**config.mk**
```make
export PLATFORM = sky130hd
export DESIGN_NAME = svmc_norm_unit
export DESIGN_NICKNAME = d
export VERILOG_FILES = /design/src/design/svmc_pkg.sv /design/src/design/svmc_norm_unit.sv
export SDC_FILE = /design/constraint.sdc
export NUM_CORES = 1
export LEC_CHECK = 0
export ABC_CLOCK_PERIOD_IN_PS = 9900
export BUFFER_PORTS_ARGS = -buffer_cell sky130_fd_sc_hd__clkbuf_2
export CORE_ASPECT_RATIO = 1.75
export CORE_MARGIN = 8
export CORE_UTILIZATION = 30
export CTS_CLUSTER_DIAMETER = 60
export DETAILED_ROUTE_END_ITERATION = 7
export PLACE_DENSITY = 0.44
export SETUP_SLACK_MARGIN = 0.1
export SYNTH_ARGS = -nofsm -noshare
export SYNTH_HDL_FRONTEND = slang
export SYNTH_SLANG_ARGS = --single-unit
```
**constraint.sdc**
```tcl
create_clock -name aclk -period 9.9 [get_ports aclk]
set_clock_uncertainty 0.05 [all_clocks]
set_input_delay 1.485 -clock aclk [delete_from_list [all_inputs] [get_ports aclk]]
set_output_delay 1.485 -clock aclk [all_outputs]
set_load 0.005 [all_outputs]
```
**src/design/svmc_pkg.sv**
```systemverilog
// Shared types and constants for the state vector measure/collapse block.
// No dependencies; imported by the top level, the norm unit and the checker.
`default_nettype none

package svmc_pkg;

    // Fixed field widths of the stream and configuration channels
    localparam int INDEX_W    = 10;
    localparam int RAND_W     = 28;
    localparam int BITSEL_W   = 4;
    localparam int OUTCOME_W  = 10;
    localparam int M_TDATA_W  = 16;
    localparam int AMPS_W     = 11;
    localparam int TOL_W      = 29;
    localparam int CFG_IDX_W  = 2;
    localparam int CFG_DATA_W = 32;

    // Norms are unsigned Q4.28; the remainder needs sign plus one guard bit
    localparam int FRAC_W = 28;
    localparam int NORM_W = 32;
    localparam int REM_W  = NORM_W + 2;

    // Command codes carried in s_tuser
    localparam logic CMD_WRITE   = 1'b0;
    localparam logic CMD_MEASURE = 1'b1;

    typedef enum logic [CFG_IDX_W-1:0] {
        REG_AMPS_IN_USE   = 2'd0,
        REG_NORM_TOLERANCE = 2'd1
    } cfg_reg_t;

    typedef struct packed {
        logic valid;
        logic last;
    } norm_tag_t;

    typedef struct packed {
        norm_tag_t          tag;
        logic [NORM_W-1:0]  norm;
    } norm_beat_t;

endpackage

`default_nettype wire

```
**src/design/svmc_norm_unit.sv**
```systemverilog
// Two-stage norm pipeline: squares of both parts, then sum scaled to Q4.28.
// Depends on svmc_pkg for the beat types and norm width.
`default_nettype none

module svmc_norm_unit
    import svmc_pkg::*;
#(
    parameter int AMP_WIDTH = 16
) (
    input  wire logic                        aclk,
    input  wire logic                        aresetn,
    input  wire norm_tag_t                   in_tag,
    input  wire logic signed [AMP_WIDTH-1:0] in_re,
    input  wire logic signed [AMP_WIDTH-1:0] in_im,
    output norm_beat_t                       out_beat
);

    localparam int SQ_W      = 2 * AMP_WIDTH;
    localparam int PROD_FRAC = 2 * (AMP_WIDTH - 2);
    localparam int SHR       = (PROD_FRAC >= FRAC_W) ? PROD_FRAC - FRAC_W : 0;
    localparam int SHL       = (PROD_FRAC <  FRAC_W) ? FRAC_W - PROD_FRAC : 0;

    logic [AMP_WIDTH-1:0]   mag_re;
    logic [AMP_WIDTH-1:0]   mag_im;
    norm_tag_t              tag_a_reg;
    norm_tag_t              tag_b_reg;
    logic [SQ_W-1:0]        sq_re_reg;
    logic [SQ_W-1:0]        sq_im_reg;
    logic [SQ_W-1:0]        sq_sum;
    logic [SQ_W+NORM_W-1:0] sq_ext;
    logic [SQ_W+NORM_W-1:0] scaled;
    logic [NORM_W-1:0]      norm_reg;

    // Magnitude of the most negative code is exactly representable unsigned
    assign mag_re = in_re[AMP_WIDTH-1] ? (~in_re + 1'b1) : in_re;
    assign mag_im = in_im[AMP_WIDTH-1] ? (~in_im + 1'b1) : in_im;

    // Each square is at most 2^(2W-2), so their sum cannot carry out
    assign sq_sum = sq_re_reg + sq_im_reg;
    assign sq_ext = {{NORM_W{1'b0}}, sq_sum};
    assign scaled = (sq_ext >> SHR) << SHL;

    always_ff @(posedge aclk) begin
        if (!aresetn) begin
            tag_a_reg <= '0;
            tag_b_reg <= '0;
        end else begin
            tag_a_reg <= in_tag;
            tag_b_reg <= tag_a_reg;
        end
    end

    always_ff @(posedge aclk) begin
        sq_re_reg <= mag_re * mag_re;
        sq_im_reg <= mag_im * mag_im;
        norm_reg  <= scaled[NORM_W-1:0];
    end

    assign out_beat = {tag_b_reg, norm_reg};

endmodule

`default_nettype wire

```
==> impl_metrics.ini, run 1 <==
[grt]
grt_pass1_vias = 15750
grt_start_max_net_pins = 19
grt_pass1_wl_um = 81600
antenna_found_initial = 0
grt-ovfl-total = 0
grt_use_total_pct = 14.6

[setup_path]
reg2reg_depth = 8
reg2reg_slack_ns = 6.81
r2r_end = norm_reg[29]$_DFF_P_
worst-setup-path-type = in2reg
start_kind = input pin
endpoint_kind = flop
required_ns = 10.12
cp-endpoint = sq_re_reg[31]$_DFF_P_
critPathArrivalTime_ns = 9.42
startpoint = in_re[0]
worstReg2RegStart = sq_re_reg[4]$_DFF_P_
cp_max_fo = 16

[place]
dp_hpwl_um = 44600
dp_slack_ns = 0.233
port_buffers = 69
dpl_cell_area_um2 = 20100
gp_congestion = 0.893

[yosys]
synthTopCellsByArea = fa_1, ha_1, dfxtp_1, inv_1, nand2_1
synth_seq_cells = 98
synth_compound_area_share_pct = 10.9
synth_top_family_by_area = adder cells
synth_edf_count = 0
synthFlopType = dfxtp_1
synthDistinctLibCells = 69
synthCells = 2071
syn-cell-area_um2 = 18500
avgSynthCellArea_um2 = 8.95
synth_top_cell_by_area = fa_1
synth_top_area_share_pct = 35.2
synthAdderAreaFrac_pct = 50.6
synth_simple_gate_area_share_pct = 11.3
synth_xor_xnor_area_share_pct = 6.00
yosysWarnings = 0
yosysSeqAreaShare_pct = 10.6
synth.area.mux_share_pct = 0.108
async_flop_share_pct = 0

[clock_network]
cts_htree_levels = 3
cts_tree = yes
clk_path_buf_depth = 2
cts_sinks = 98
cts_buffers = 9
cts_resized = 0
clk_pin_slew_ns = 0.07
clk_latency_ns = 0.36
post_cts_buffers = 0
cts_hold_buf = 0
cts_root_buffer = clkbuf_16

[cells_and_area]
nFillCells = 6366
largest_reg_flops = 32
drive_gt1_share_pct = 7.23
n_antenna_cell = 0
final_area_um2 = 20400
fin_nets = 2756
area_delta_synth_final_pct = 9.88

[timing]
rsz0062_at_grt = false
hold_violations = 0
fmax_mhz = 109
finalCritPeriodShare_pct = 93.0
maxSlewViolCount = 0
worst_slew_pin_slew_ns = 1.01
relSlewSlack_pct = 32.5
setup_slack_ns = 0.696
finalSetupTns_ns = 0
period_needed_ns = 9.20
setup_viol = 0

[die]
initial_core_util_pct = 30.3
io-pin-count = 70
coreArea_um2 = 61100
fp.dieArea_um2 = 70300
chipWidth_um = 204
dieHeight_um = 345
fp-row-count = 120

[routing]
ant_nets = 0
wire_per_inst_um = 16.9
drtPass1Iterations = 5
vias_per_cell = 4.65
route.detailed.drc = 0
routed_wl_um = 50000
drt_iter0_markers = 356
num_vias = 13802

[hold_path]
worstHoldPathType = reg2reg
min-delay-start = tag_a_reg[1]$_SDFF_PN0_

[outcome]
status = finished clean

[job]
cap_violations = 0
## logic make-up after synthesis
logic type / count (synthesis)
compound gates: 311
xor+xnor: 123
fa+ha+maj: 553
buf+inv: 514
flops: 98
mux: 2
other cells: 2
simple gates: 468
## stage by stage
step	instances	util, %	hold slack (ns)
final	2965	33.3	0.384
after floorplan	2091	-	0.362
after global routing	2965	33.3	0.418
after CTS	2965	33.3	0.385
after detailed placement	2949	32.8	0.367
after global placement	2949	32.8	0.366
## synthesized netlist by cell type (3+ instances only)
cell	count
inv_1	452
fa_1	326
ha_1	227
nand2_1	177
nor2_1	161
dfxtp_1	98
a21oi_1	87
xnor2_1	66
o21ai_0	63
xor2_1	54
a21o_1	41
clkbuf_1	41
nand3_1	26
nor3_1	17
a211oi_1	16
o21a_1	15
o21bai_1	15
o31ai_1	15
and2_1	14
and4_1	11
clkinv_1	11
nand4_1	11
nand2b_1	10
a31oi_1	9
nor2b_1	9
and3_1	7
o211ai_1	7
or2_2	7
inv_2	6
a41oi_1	4
and2_2	4
o2111ai_1	4
o221ai_1	4
a211o_1	3
nor4_1	3
or3_1	3
## critical path, stage by stage
cell,delay (ns)
clkbuf_2,0.16
clkinv_1,0.09
buf_4,0.23
nand3_1,0.28
or2_2,0.40
o31ai_1,0.25
xnor2_1,0.46
inv_1,0.52
nor2_1,0.39
fa_1,0.51
fa_1,0.53
inv_1,0.06
fa_1,0.53
inv_1,0.05
fa_1,0.38
fa_1,0.51
inv_1,0.05
fa_1,0.48
inv_1,0.04
ha_1,0.36
and4_1,0.24
and2_1,0.16
a22o_1,0.22
o31ai_1,0.41
buf_4,0.21
a21oi_1,0.08
o22ai_1,0.15
xnor2_1,0.18
## worst min-delay path by stage
stage | endpoint | slack, ns | depth (start not counted)
finish | out_beat[33]$_SDFF_PN0_ | 0.38 | 1
global route | out_beat[32]$_SDFF_PN0_ | 0.42 | 1
CTS | out_beat[33]$_SDFF_PN0_ | 0.39 | 1
detailed placement | out_beat[33]$_SDFF_PN0_ | 0.37 | 1
global placement | out_beat[33]$_SDFF_PN0_ | 0.37 | 1
floorplan | out_beat[32]$_SDFF_PN0_ | 0.36 | 1
## routing by layer
layer	share of wire (%)	global-route usage, %	vias up	wire length, um
li1	-	-	6682	-
met1	37	14.9	6770	18500
met5	0	0	-	0
met3	1.9	0.928	113	935
met4	5.0	7.36	0	2500
met2	56	29.1	237	28100
## cell type report
| cell class | instances | area [um2] | area share (%) |
|---|---|---|---|
| clock buffer | 10 | 229 | 1.12 |
| clock inverter | 6 | 56.3 | 0.277 |
| inverter | 469 | 1760 | 8.65 |
| multi-input combinational | 1479 | 14700 | 72.2 |
| sequential | 98 | 1960 | 9.64 |
| tap | 793 | 992 | 4.87 |
| timing repair buffer | 110 | 653 | 3.21 |
## cell usage in the layout, fill, tap and decap left out, types with 4 or more instances in the layout
master / count
inv_1: 452
fa_1: 326
ha_1: 227
nand2_1: 177
nor2_1: 161
dfxtp_1: 98
a21oi_1: 87
clkbuf_2: 69
xnor2_1: 66
o21ai_0: 63
xor2_1: 54
a21o_1: 41
buf_4: 41
nand3_1: 26
conb_1: 22
nor3_1: 17
a211oi_1: 16
o31ai_1: 15
o21bai_1: 15
o21a_1: 15
and2_1: 14
clkinv_1: 11
and4_1: 11
nand4_1: 11
nand2b_1: 10
a31oi_1: 9
nor2b_1: 9
clkbuf_16: 9
and3_1: 7
or2_2: 7
o211ai_1: 7
inv_2: 6
and2_2: 4
a41oi_1: 4
o221ai_1: 4
o2111ai_1: 4
Power of run 1 is not shown: default switching activity piles up to over one toggle a cycle in this logic, so the estimate is an artifact.
==> inputs of run 2 (changes only) <==
--- a/config.mk
+++ b/config.mk
@@ -7,12 +7,14 @@
 export LEC_CHECK = 0
 export ABC_CLOCK_PERIOD_IN_PS = 9900
 export BUFFER_PORTS_ARGS = -buffer_cell sky130_fd_sc_hd__clkbuf_2
+export CELL_PAD_IN_SITES_DETAIL_PLACEMENT = 0
+export CELL_PAD_IN_SITES_GLOBAL_PLACEMENT = 2
 export CORE_ASPECT_RATIO = 1.75
 export CORE_MARGIN = 8
 export CORE_UTILIZATION = 30
 export CTS_CLUSTER_DIAMETER = 60
 export DETAILED_ROUTE_END_ITERATION = 7
-export PLACE_DENSITY = 0.44
+export PLACE_DENSITY = 0.63
 export SETUP_SLACK_MARGIN = 0.1
 export SYNTH_ARGS = -nofsm -noshare
 export SYNTH_HDL_FRONTEND = slang
==> run 2 against run 1 <==
Effect of this change:
- core utilization up 0.057 points
- critical path depth down 2
- worst setup slack better by 0.10 ns
- design area up 0.17%
- worst hold slack better by 0.0037 ns
- sequential share of layout area about the same
- wire length up 3.1%
- fmax up 1.1%
- via count down 0.99%
- sequential cell count unchanged
==> impl_metrics.ini, run 2 (synthesis results as in run 1) <==
[grt]
grt-ovfl-total = 0
grt_pass1_vias = 15663
grt_use_total_pct = 15.1
antenna_found_initial = 0
grt_pass1_wl_um = 83200
grt_start_max_net_pins = 20

[setup_path]
required_ns = 10.11
start_kind = input pin
worst-setup-path-type = in2reg
cp_max_fo = 14
endpoint_kind = flop
critPathArrivalTime_ns = 9.31

[die]
coreArea_um2 = 61100
dieHeight_um = 345
initial_core_util_pct = 30.3
fp-row-count = 120
fp.dieArea_um2 = 70300
io-pin-count = 70
chipWidth_um = 204

[timing]
period_needed_ns = 9.10
setup_viol = 0
finalCritPeriodShare_pct = 91.9
fmax_mhz = 110
finalSetupTns_ns = 0
maxSlewViolCount = 0
worst_slew_pin_slew_ns = 0.932
rsz0062_at_grt = false
relSlewSlack_pct = 37.5
hold_violations = 0

[clock_network]
cts_hold_buf = 0
cts_root_buffer = clkbuf_16
cts_sinks = 98
clk_path_buf_depth = 2
cts_tree = yes
cts_htree_levels = 3
cts_resized = 0
cts_buffers = 9
clk_latency_ns = 0.37
post_cts_buffers = 0
clk_pin_slew_ns = 0.07

[routing]
num_vias = 13666
route.detailed.drc = 0
drtPass1Iterations = 5
wire_per_inst_um = 17.4
vias_per_cell = 4.61
ant_nets = 0
routed_wl_um = 51500
drt_iter0_markers = 301

[cells_and_area]
largest_reg_flops = 32
most-common-layout-cells = inv_1, fa_1, ha_1, nand2_1, nor2_1
n_antenna_cell = 0
regArea_um2 = 1960
area_delta_synth_final_pct = 10.1
fin_nets = 2758
drive_gt1_share_pct = 7.41
nFillCells = 6459
final_cells = 2967
multi_input_area_um2 = 14700
final_common_cell = inv_1

[job]
cap_violations = 0

[outcome]
status = finished clean

[place]
dp_hpwl_um = 46800
dp.cells = 2951
gp_congestion = 0.850
port_buffers = 69

[hold_path]
worstHoldPathType = reg2reg
==> run 2: cell count changes in the layout (fill, tap and decap cells not counted), sizes merged <==
cell | previous run | this run
clkbuf | 79 | 78
clkinv | 12 | 14
buf | 41 | 43
inv | 462 | 461
==> run 2: path summary, 6_finish.rpt <==
check | start | to | slack [ns] | depth (start not counted)
worst max-delay path | in_im[0] | sq_im_reg[25]$_DFF_P_ | 0.80 | 26
worst min-delay path | tag_a_reg[0]$_SDFF_PN0_ | out_beat[32]$_SDFF_PN0_ | 0.39 | 1
worst max register to register | sq_re_reg[4]$_DFF_P_ | norm_reg[29]$_DFF_P_ | 6.76 | 8
worst min register to register | tag_a_reg[0]$_SDFF_PN0_ | out_beat[32]$_SDFF_PN0_ | 0.39 | 1
==> run 2: layout make-up <==
| class | count | share of cell area [%] |
|---|---|---|
| inverter | 469 | 8.63 |
| sequential | 98 | 9.62 |
| timing repair buffer | 112 | 3.28 |
| clock inverter | 7 | 0.356 |
| clock buffer | 9 | 1.10 |
| tap | 793 | 4.87 |
| multi-input combinational | 1479 | 72.1 |
==> run 2: critical path, stage by stage <==
cell,delay (ns)
clkbuf_2,0.17
inv_1,0.41
ha_1,0.26
nand2b_1,0.10
nand2b_1,0.18
nand2b_1,0.24
o21ai_0,0.23
xor2_1,0.43
inv_2,0.23
nand2_1,0.13
fa_1,0.46
fa_1,0.55
inv_1,0.05
fa_1,0.49
inv_1,0.05
fa_1,0.55
fa_1,0.42
fa_1,0.49
inv_1,0.04
ha_1,0.36
nand3_1,0.08
or2_2,0.31
o31ai_1,0.63
a31oi_1,0.39
or3_1,0.39
and4_1,0.17
==> run 2: metal layers <==
metal  global-route usage, %  vias to the layer above  part of all wire, %
li1                        -                     6685                    -
met1                    15.0                     6678                   36
met4                    7.33                        0                  4.9
met2                    31.0                      209                   58
met3                   0.769                       94                  1.5
met5                       0                        -                    0
==> run 2: per-stage QoR <==
stage	cell area (um2)	utilization, %	setup slack (ns)	hold slack (ns)
2_1_floorplan	18600	-	1.31	0.362
3_3_place_gp	20100	32.9	0.502	0.365
3_5_place_dp	20100	32.9	0.336	0.376
4_1_cts	20400	33.4	0.718	0.394
5_1_grt	20400	33.4	0.286	0.420
6_report	20400	33.4	0.797	0.388
Power of run 2 is left out for the same reason.
